**src/design/b64d_pkg.sv**
```systemverilog
package b64d_pkg;

   // field widths
   localparam int SymbolWidth = 8;
   localparam int LengthWidth = 21;
   localparam int SextetWidth = 6;
   localparam int AccWidth    = 12;
   localparam int PendWidth   = 3;

   // capacity register and limits
   localparam logic [LengthWidth-1:0] CAPACITY_RESET = 21'd1048576;
   localparam logic [LengthWidth-1:0] LENGTH_MAX     = 21'h1FFFFF;
   localparam logic [31:0]            MAX_OUTPUT_BYTES_DEFAULT = 32'd1048576;

   // depth of the queue between classifier and decoder
   localparam int QUEUE_DEPTH_DEFAULT = 4;

   // stream packing
   localparam int RspDataWidth = 32;

   // character classes found by the front end
   typedef enum logic [1:0] {
      CLS_BLANK,
      CLS_PAD,
      CLS_DATA,
      CLS_BAD
   } sym_class_type;

   // message status codes
   typedef enum logic [1:0] {
      STATUS_OK       = 2'd0,
      STATUS_PARSE    = 2'd1,
      STATUS_OVERFLOW = 2'd2
   } status_type;

   // one classified character waiting in the queue
   typedef struct packed {
      sym_class_type           cls;
      logic [SextetWidth-1:0]  sextet;
      logic                    last;
   } sym_entry_type;

endpackage

```
**src/design/b64d_front.sv**
```systemverilog
module b64d_front
   import b64d_pkg::*;
(
   input  logic [SymbolWidth-1:0] symbol,
   input  logic                   last,
   output sym_entry_type          entry
);

   logic [SymbolWidth-1:0] upper_off;
   logic [SymbolWidth-1:0] lower_off;
   logic [SymbolWidth-1:0] digit_off;

   // offsets into the alphabet for each character range
   assign upper_off = symbol - 8'h41;
   assign lower_off = symbol - 8'h61 + 8'd26;
   assign digit_off = symbol - 8'h30 + 8'd52;

   // classify the character and look up its six-bit value
   always_comb begin
      entry.cls    = CLS_BAD;
      entry.sextet = '0;
      entry.last   = last;
      if (symbol >= 8'h41 && symbol <= 8'h5A) begin
         entry.cls    = CLS_DATA;
         entry.sextet = upper_off[SextetWidth-1:0];
      end else if (symbol >= 8'h61 && symbol <= 8'h7A) begin
         entry.cls    = CLS_DATA;
         entry.sextet = lower_off[SextetWidth-1:0];
      end else if (symbol >= 8'h30 && symbol <= 8'h39) begin
         entry.cls    = CLS_DATA;
         entry.sextet = digit_off[SextetWidth-1:0];
      end else if (symbol == 8'h2B) begin
         entry.cls    = CLS_DATA;
         entry.sextet = 6'd62;
      end else if (symbol == 8'h2F) begin
         entry.cls    = CLS_DATA;
         entry.sextet = 6'd63;
      end else if (symbol == 8'h3D) begin
         entry.cls = CLS_PAD;
      end else if (symbol == 8'h20 || symbol == 8'h09 || symbol == 8'h0D
                   || symbol == 8'h0A) begin
         entry.cls = CLS_BLANK;
      end
   end

endmodule

```
**src/design/b64d_queue.sv**
```systemverilog
module b64d_queue
   import b64d_pkg::*;
#(
   parameter int DEPTH = QUEUE_DEPTH_DEFAULT
)
(
   input  logic          clock,
   input  logic          reset,
   input  logic          push_valid,
   output logic          push_ready,
   input  sym_entry_type push_entry,
   output logic          pop_valid,
   input  logic          pop_ready,
   output sym_entry_type pop_entry
);

   localparam int PtrWidth   = (DEPTH > 1) ? $clog2(DEPTH) : 1;
   localparam int CountWidth = $clog2(DEPTH + 1);
   localparam logic [PtrWidth-1:0]   PtrLast   = PtrWidth'(DEPTH - 1);
   localparam logic [CountWidth-1:0] CountFull = CountWidth'(DEPTH);

   sym_entry_type         store_ff [DEPTH];
   logic [PtrWidth-1:0]   wr_ptr_ff, wr_ptr_in;
   logic [PtrWidth-1:0]   rd_ptr_ff, rd_ptr_in;
   logic [CountWidth-1:0] count_ff, count_in;
   logic                  do_push;
   logic                  do_pop;

   assign push_ready = (count_ff != CountFull);
   assign pop_valid  = (count_ff != '0);
   assign pop_entry  = store_ff[rd_ptr_ff];
   assign do_push    = push_valid && push_ready;
   assign do_pop     = pop_valid && pop_ready;

   // pointer and fill level update
   always_comb begin
      wr_ptr_in = wr_ptr_ff;
      rd_ptr_in = rd_ptr_ff;
      count_in  = count_ff;
      if (do_push) begin
         wr_ptr_in = (wr_ptr_ff == PtrLast) ? '0 : wr_ptr_ff + 1'b1;
      end
      if (do_pop) begin
         rd_ptr_in = (rd_ptr_ff == PtrLast) ? '0 : rd_ptr_ff + 1'b1;
      end
      if (do_push && !do_pop) begin
         count_in = count_ff + 1'b1;
      end else if (do_pop && !do_push) begin
         count_in = count_ff - 1'b1;
      end
   end

   always_ff @(posedge clock) begin
      if (reset) begin
         wr_ptr_ff <= '0;
         rd_ptr_ff <= '0;
         count_ff  <= '0;
      end else begin
         wr_ptr_ff <= wr_ptr_in;
         rd_ptr_ff <= rd_ptr_in;
         count_ff  <= count_in;
      end
   end

   // entry storage
   always_ff @(posedge clock) begin
      if (do_push) begin
         store_ff[wr_ptr_ff] <= push_entry;
      end
   end

endmodule

```
**src/design/b64d_back.sv**
```systemverilog
module b64d_back
   import b64d_pkg::*;
#(
   parameter logic [31:0] MAX_OUTPUT_BYTES = MAX_OUTPUT_BYTES_DEFAULT
)
(
   input  logic                   clock,
   input  logic                   reset,
   input  logic                   csr_wen,
   input  logic [LengthWidth-1:0] csr_wdata,
   input  logic                   entry_valid,
   output logic                   entry_ready,
   input  sym_entry_type          entry,
   output logic                   out_valid,
   input  logic                   out_ready,
   output logic [7:0]             out_byte,
   output logic                   out_byte_valid,
   output logic                   out_done,
   output status_type             out_status,
   output logic [LengthWidth-1:0] out_length
);

   localparam logic [LengthWidth-1:0] MaxLimit =
      (MAX_OUTPUT_BYTES > 32'(LENGTH_MAX)) ? LENGTH_MAX : MAX_OUTPUT_BYTES[LengthWidth-1:0];

   logic [LengthWidth-1:0] capacity_ff;
   logic [LengthWidth-1:0] limit;

   logic [AccWidth-1:0]    acc_ff, acc_in, acc_next;
   logic [PendWidth-1:0]   pend_ff, pend_in, pend_next;
   logic                   pad_ff, pad_in;
   status_type             err_ff, err_in, err_upd;
   logic [LengthWidth-1:0] count_ff, count_in, count_upd;

   logic                   advance;
   logic                   take;
   logic                   have_byte;
   logic [7:0]             byte_val;
   logic                   produce;

   logic                   out_valid_ff, out_valid_in;
   logic [7:0]             out_byte_ff;
   logic                   out_byte_valid_ff;
   logic                   out_done_ff;
   status_type             out_status_ff;
   logic [LengthWidth-1:0] out_length_ff;

   // capacity register
   always_ff @(posedge clock) begin
      if (reset) begin
         capacity_ff <= CAPACITY_RESET;
      end else if (csr_wen) begin
         capacity_ff <= csr_wdata;
      end
   end

   assign limit = (capacity_ff < MaxLimit) ? capacity_ff : MaxLimit;

   // take a word whenever the output register is free or being drained
   assign advance     = !out_valid_ff || out_ready;
   assign entry_ready = advance;
   assign take        = entry_valid && advance;

   assign acc_next  = {acc_ff[AccWidth-SextetWidth-1:0], entry.sextet};
   assign pend_next = pend_ff - 3'd2;

   // byte extraction from the shifted accumulator
   always_comb begin
      case (pend_next)
         3'd0:    byte_val = acc_next[7:0];
         3'd2:    byte_val = acc_next[9:2];
         default: byte_val = acc_next[11:4];
      endcase
   end

   // decoder state update
   always_comb begin
      acc_in    = acc_ff;
      pend_in   = pend_ff;
      pad_in    = pad_ff;
      err_upd   = err_ff;
      count_upd = count_ff;
      have_byte = 1'b0;
      if (take && err_ff == STATUS_OK) begin
         if (pad_ff) begin
            if (entry.cls != CLS_PAD && entry.cls != CLS_BLANK) begin
               err_upd = STATUS_PARSE;
            end
         end else begin
            unique case (entry.cls)
               CLS_BLANK: ;
               CLS_PAD:   pad_in = 1'b1;
               CLS_BAD:   err_upd = STATUS_PARSE;
               CLS_DATA: begin
                  acc_in = acc_next;
                  if (pend_ff >= 3'd2) begin
                     pend_in = pend_next;
                     if (count_ff >= limit) begin
                        err_upd = STATUS_OVERFLOW;
                     end else begin
                        count_upd = count_ff + 1'b1;
                        have_byte = 1'b1;
                     end
                  end else begin
                     pend_in = pend_ff + 3'd6;
                  end
               end
            endcase
         end
      end
      err_in   = err_upd;
      count_in = count_upd;
      // last character closes the message
      if (take && entry.last) begin
         acc_in   = '0;
         pend_in  = '0;
         pad_in   = 1'b0;
         err_in   = STATUS_OK;
         count_in = '0;
      end
      produce      = have_byte || entry.last;
      out_valid_in = out_valid_ff;
      if (advance) begin
         out_valid_in = take && produce;
      end
   end

   always_ff @(posedge clock) begin
      if (reset) begin
         acc_ff       <= '0;
         pend_ff      <= '0;
         pad_ff       <= 1'b0;
         err_ff       <= STATUS_OK;
         count_ff     <= '0;
         out_valid_ff <= 1'b0;
      end else begin
         acc_ff       <= acc_in;
         pend_ff      <= pend_in;
         pad_ff       <= pad_in;
         err_ff       <= err_in;
         count_ff     <= count_in;
         out_valid_ff <= out_valid_in;
      end
   end

   // result word register
   always_ff @(posedge clock) begin
      if (take && produce) begin
         out_byte_ff       <= have_byte ? byte_val : 8'd0;
         out_byte_valid_ff <= have_byte;
         out_done_ff       <= entry.last;
         out_status_ff     <= entry.last ? err_upd : STATUS_OK;
         out_length_ff     <= (entry.last && err_upd == STATUS_OK) ? count_upd : '0;
      end
   end

   assign out_valid      = out_valid_ff;
   assign out_byte       = out_byte_ff;
   assign out_byte_valid = out_byte_valid_ff;
   assign out_done       = out_done_ff;
   assign out_status     = out_status_ff;
   assign out_length     = out_length_ff;

endmodule

```
**src/design/base64_stream_decoder.sv**
```systemverilog
// Base64 decoder taking one character word per clock. Each accepted word is
// classified (alphabet, pad, whitespace or invalid) and queued in a small
// QUEUE_DEPTH-entry queue; the decoder behind it takes one queued word per
// cycle, so the sustained rate is one character per clock while rsp_tready
// stays high. A result word passes through the queue storage and then the
// output register before it appears on the rsp side.
// A result is sent for every decoded byte and for the character marked
// req_tlast, which also carries the message status and length (length is 0
// on error). After a parse or overflow error nothing is sent until the last
// character. csr_wdata sets the per-message byte capacity (reset 1048576);
// the limit used is the smaller of it and MAX_OUTPUT_BYTES, and it should be
// written only while no message is in flight.
module base64_stream_decoder
   import b64d_pkg::*;
#(
   parameter logic [31:0] MAX_OUTPUT_BYTES = MAX_OUTPUT_BYTES_DEFAULT,
   parameter int          QUEUE_DEPTH      = QUEUE_DEPTH_DEFAULT
)
(
   input  logic                    clock,
   input  logic                    reset,
   // input characters
   input  logic                    req_tvalid,
   output logic                    req_tready,
   input  logic [SymbolWidth-1:0]  req_tdata,   // [7:0] symbol
   input  logic                    req_tlast,   // end_of_message
   // decoded results
   output logic                    rsp_tvalid,
   input  logic                    rsp_tready,
   output logic [RspDataWidth-1:0] rsp_tdata,   // [7:0] data_byte, [9:8] status,
                                                // [30:10] decoded_length, [31] zero
   output logic                    rsp_tuser,   // byte_valid
   output logic                    rsp_tlast,   // message_done
   // capacity register
   input  logic                    csr_wen,
   input  logic [LengthWidth-1:0]  csr_wdata
);

   sym_entry_type          front_entry;
   sym_entry_type          queue_entry;
   logic                   queue_valid;
   logic                   queue_ready;
   logic [7:0]             out_byte;
   status_type             out_status;
   logic [LengthWidth-1:0] out_length;

   // character classification
   b64d_front u_front (
      .symbol (req_tdata),
      .last   (req_tlast),
      .entry  (front_entry)
   );

   // queue between classifier and decoder
   b64d_queue #(
      .DEPTH (QUEUE_DEPTH)
   ) u_queue (
      .clock      (clock),
      .reset      (reset),
      .push_valid (req_tvalid),
      .push_ready (req_tready),
      .push_entry (front_entry),
      .pop_valid  (queue_valid),
      .pop_ready  (queue_ready),
      .pop_entry  (queue_entry)
   );

   // bit accumulation, limits and status
   b64d_back #(
      .MAX_OUTPUT_BYTES (MAX_OUTPUT_BYTES)
   ) u_back (
      .clock          (clock),
      .reset          (reset),
      .csr_wen        (csr_wen),
      .csr_wdata      (csr_wdata),
      .entry_valid    (queue_valid),
      .entry_ready    (queue_ready),
      .entry          (queue_entry),
      .out_valid      (rsp_tvalid),
      .out_ready      (rsp_tready),
      .out_byte       (out_byte),
      .out_byte_valid (rsp_tuser),
      .out_done       (rsp_tlast),
      .out_status     (out_status),
      .out_length     (out_length)
   );

   // result word packing
   assign rsp_tdata = {1'b0, out_length, out_status, out_byte};

   // a word without a byte must close a message
   assert property (@(posedge clock) disable iff (reset)
      rsp_tvalid && !rsp_tuser |-> rsp_tlast)
      else $error("result word with neither byte nor message end");

   // status and length only on the closing word
   assert property (@(posedge clock) disable iff (reset)
      rsp_tvalid && !rsp_tlast |-> rsp_tdata[30:8] == '0)
      else $error("status or length on a word that is not the last");

   // an error report carries no length and no byte
   assert property (@(posedge clock) disable iff (reset)
      rsp_tvalid && rsp_tdata[9:8] != 2'd0 |-> rsp_tdata[30:10] == '0 && !rsp_tuser)
      else $error("error report with non-zero length or a byte");

endmodule

```
**config.mk**
```make
export PLATFORM = sky130hd
export DESIGN_NAME = base64_stream_decoder
export DESIGN_NICKNAME = d
export VERILOG_FILES = /design/src/design/b64d_pkg.sv /design/src/design/b64d_front.sv /design/src/design/b64d_queue.sv /design/src/design/b64d_back.sv /design/src/design/base64_stream_decoder.sv
export SDC_FILE = /design/constraint.sdc
export NUM_CORES = 1
export LEC_CHECK = 0
export ABC_AREA = 1
export ABC_CLOCK_PERIOD_IN_PS = 8900
export BUFFER_PORTS_ARGS = -buffer_cell sky130_fd_sc_hd__buf_2
export CAP_MARGIN = 20
export CORE_MARGIN = 8
export CORE_UTILIZATION = 50
export DETAILED_ROUTE_END_ITERATION = 7
export HOLD_SLACK_MARGIN = 0.03
export PLACE_DENSITY = 0.69
export SYNTH_ARGS = -nofsm -noshare
export SYNTH_HDL_FRONTEND = slang
export SYNTH_SLANG_ARGS = --single-unit
```
**constraint.sdc**
```tcl
create_clock -name clock -period 8.9 [get_ports clock]
set_clock_uncertainty 0.2 [all_clocks]
set_input_delay 1.335 -clock clock [delete_from_list [all_inputs] [get_ports clock]]
set_output_delay 1.335 -clock clock [all_outputs]
set_load 0.005 [all_outputs]
```
==> reports/results.tsv <==
stage	metric	value	unit
status	result_of_the_run	completed	
sta	setup-violations-final	0	
cells_and_area	insertedDiodeCount	0	
min_path	worstHoldPathType	reg2reg	
worst_setup_path	nature_of_the_critical_path_endpoint	flop	
routing	dr.pass1.iters	6	
clock_network	worst_setup_hold_path_clk_slew	60	ps
worst_setup_path	timing.critical_path.max_delay_family	simple AND/OR/NAND/NOR gates	
pwr	power.leakage	3.39	nW
clock_network	cts_post_setup_buffers_inserted	0	
yosys	synth-async-reset-ratio	0	
placement	placed_cells	1044	
sta	unrepaired_setup_endpoints_after_global_routing	false	
global_routing	grt_antenna_before_repair	0	
sta	fmax	251	MHz
worst_setup_path	path_max_fanout	41	
yosys	yosys_warnings	0	
worst_setup_path	critPathMostFrequentCell	sky130_fd_sc_hd__nand2_1	
floorplanning	floorplan.core_area	13300	µm²
worst_setup_path	worst_ep_required_time	8770	ps
sta	slew-limit-headroom	0.416	
global_routing	grt.busiest_layer	met2	
clock_network	clk-insertion-delay-late	420	ps
yosys	syn_inst	824	
placement	dp.final_hpwl	10300	µm
clock_network	tritoncts.num_buffers	17	
routing	drt-initial-drc-count	396	
placement	gp_congestion	0.888	
yosys	synth_enable_flop_cells	69	
floorplanning	io-pin-count	71	
yosys	synthDistinctLibCells	42	
routing	remaining_design_rule_violation_count	0	
floorplanning	chipHeight	133	µm
floorplanning	die_width	133	µm
global_routing	grt_util_all_layers	0.167	
run	timing.max_cap.violations	0	
global_routing	use_met2	0.240	
yosys	sequential_to_total_area_share_from_yosys_stat	0.490	
placement	port_buffers	69	
routing	antenna_violating_nets_post_route	0	
worst_setup_path	worst_ep_arrival_time	3860	ps
global_routing	globalRouteOverflowTotal	0	
worst_setup_path	path_cells	inv_1 -> nand2_1 -> ha_1 -> nand2_1 -> inv_1 -> nand2_1 -> nand2_1 -> a21oi_1 -> nand4_1 -> nor2_4 -> inv_1 -> nand2_1 -> buf_4	
global_routing	largest_net_degree_at_the_start_of_global_routing	42	
cells_and_area	areaGrowthSynthToFinish	15.5	%
clock_network	cts-hold-fix-buffers	0	
clock_network	tritoncts_sinks	132	
worst_setup_path	category_of_the_most_critical_setup_path	reg2reg	
floorplanning	row_count	42	
worst_setup_path	stage_delay_of_the_slowest_cell_on_the_critical_path	710	ps
sta	finalHoldWorstSlack	276	ps
worst_setup_path	crit_path_top_delay_cell	sky130_fd_sc_hd__nor2_4	
cells_and_area	drive_above_1_share	0.131	
routing	vias	5450	
yosys	synthTopCellsByArea	sky130_fd_sc_hd__edfxtp_1 30%, sky130_fd_sc_hd__dfxtp_1 19%, sky130_fd_sc_hd__nand2_1 9.4%	
floorplanning	die_area	17600	µm²
global_routing	globalRouteMet1Util	0.232	
routing	vias_per_cell	5.07	
clock_network	ctsResizeCount	0	
sta	maxSlewViolCount	0	
routing	detail_route.wl_per_cell	13.4	µm
sta	finalHoldViolations	0	
yosys	dominantRegCellSynth	sky130_fd_sc_hd__edfxtp_1	
worst_setup_path	worstPathBufferInverterCount	4	
global_routing	number_of_global_route_vias_before_repair	5072	
pwr	power_density	280	nW/µm²
yosys	synthDominantCellAreaShare	0.304	
yosys	synthTopCellsByCount	171 x sky130_fd_sc_hd__nand2_1, 134 x sky130_fd_sc_hd__nor2_1, 94 x sky130_fd_sc_hd__inv_1	
clock_network	cts-root-buf	sky130_fd_sc_hd__clkbuf_16	
floorplanning	floorplan.initialDensity	0.512	
sta	timing.setup.tns	0	ps
clock_network	tritoncts	built	
sta	worst-slew-pin-transition	873	ps
pwr	worst_ir_drop_vdd	0.182	mV
yosys	synth_most_common_cell	sky130_fd_sc_hd__nand2_1	
yosys	syn_nets	902	
pwr	total_power	2.20	mW
sta	period_minus_slack	3990	ps
yosys	synth.avg_cell_area	8.26	µm²
routing	wire_length_after_detailed_routing	14400	µm
cells_and_area	fin_cells	1076	
yosys	ys_ff_latch	132	
sta	period_share	0.448	
yosys	synth.cell_area	6810	µm²
yosys	synthDominantAreaCellType	sky130_fd_sc_hd__edfxtp_1	
global_routing	grt_pass1_wl	24000	µm
clock_network	clockBufferDepth	2	
cells_and_area	finalNetCount	965	
clock_network	cts-htree-levels	4	
worst_setup_path	critical_path.startpoint_type	flop	
global_routing	grt_use_met3	0.0469	
-- state kept, by name, summed over array words and instances (netlist names), 2 cells and up, named ones only --
| register | cells |
|---|---|
| u_queue.wr_ptr_ff | 2 |
| u_back.count_ff | 21 |
| u_queue.count_ff | 3 |
| u_back.err_ff | 2 |
| u_back.acc_ff | 6 |
| u_back.capacity_ff | 21 |
| u_back.out_byte | 8 |
| u_queue.rd_ptr_ff | 2 |
| u_back.out_status | 2 |
| u_back.out_length | 21 |
| u_queue.store_ff | 36 |
| u_back.pend_ff | 2 |
-- metrics by stage --
step	util	area, µm²	worst slack (ps)
3_5_place_dp	0.544	7240	4730
4_1_cts	0.591	7860	4880
2_1_floorplan	-	6810	5300
3_3_place_gp	0.544	7240	4820
6_report	0.591	7860	4910
5_1_grt	0.591	7860	4460
-- cells by family (layout without fill, tap and decap cells) --
group                      Yosys count  count (layout)  share of synthesized area
other                                1               1                   0.000551
AOI/OAI and AO/OA                  135             135                      0.111
xor gates and xnor gates             7               7                    0.00901
DFF                                132             132                      0.490
buffers and inverters              125             201                     0.0759
adders and majority gates           43              43                     0.0802
and+or+nand+nor                    381             381                      0.234
-- tightest hold or removal path, delay by kind of cell (launching register included) --
| kind | cells | cell delay, ps |
|---|---|---|
| AOI/OAI and AO/OA | 1 | 60 |
| DFF | 1 | 310 |
| buffers and inverters | 1 | 60 |
-- where the power goes --
group	switching, mW	total, mW	leakage, nW	internal (mW)
Sequential	0.0578	0.865	1.17	0.808
Combinational	0.410	0.607	1.93	0.197
Clock	0.253	0.726	0.298	0.473
Total	0.721	2.20	3.39	1.48
-- placed cells by master (no fill, tap or decap), drive strengths merged, types with 3 or more instances in the layout --
cell / n
buf: 70
dfxtp: 63
o21ai: 62
nand3: 39
bufinv: 4
ha: 42
nand4: 12
edfxtp: 69
a21oi: 49
o22ai: 3
inv: 101
clkinvlp: 3
nor2: 140
clkinv: 5
o221ai: 5
o22a: 4
nand2: 173
clkbuf: 18
nor3: 10
nand3b: 4
xor2: 5
-- routing by layer --
metal,wire length (µm),share of wire,vias up
li1,-,-,2853
met1,7170,0.50,2423
met2,5990,0.42,161
met3,1050,0.073,13
met4,186,0.013,0
met5,0,0,-
-- final timing paths --
kind	from	end	slack (ps)	cells after the start
max	u_back.capacity_ff[20]	u_back.out_length[14]	4910	13
max reg2reg	u_back.capacity_ff[20]	u_back.out_length[14]	4910	13
min	u_queue.count_ff[2]	u_queue.count_ff[2]	280	2
min reg2reg	u_queue.count_ff[2]	u_queue.count_ff[2]	280	2
-- area by class of cell --
type / count / area, µm²
clock buffers: 18 / 439
clock inverters: 14 / 183
fillers: 1192 / 5440
inverters: 99 / 374
multi-input cells: 567 / 2960
flip-flops and latches: 132 / 3330
well taps: 176 / 220
repair buffers: 70 / 353
(Power assumes the default switching activity.)
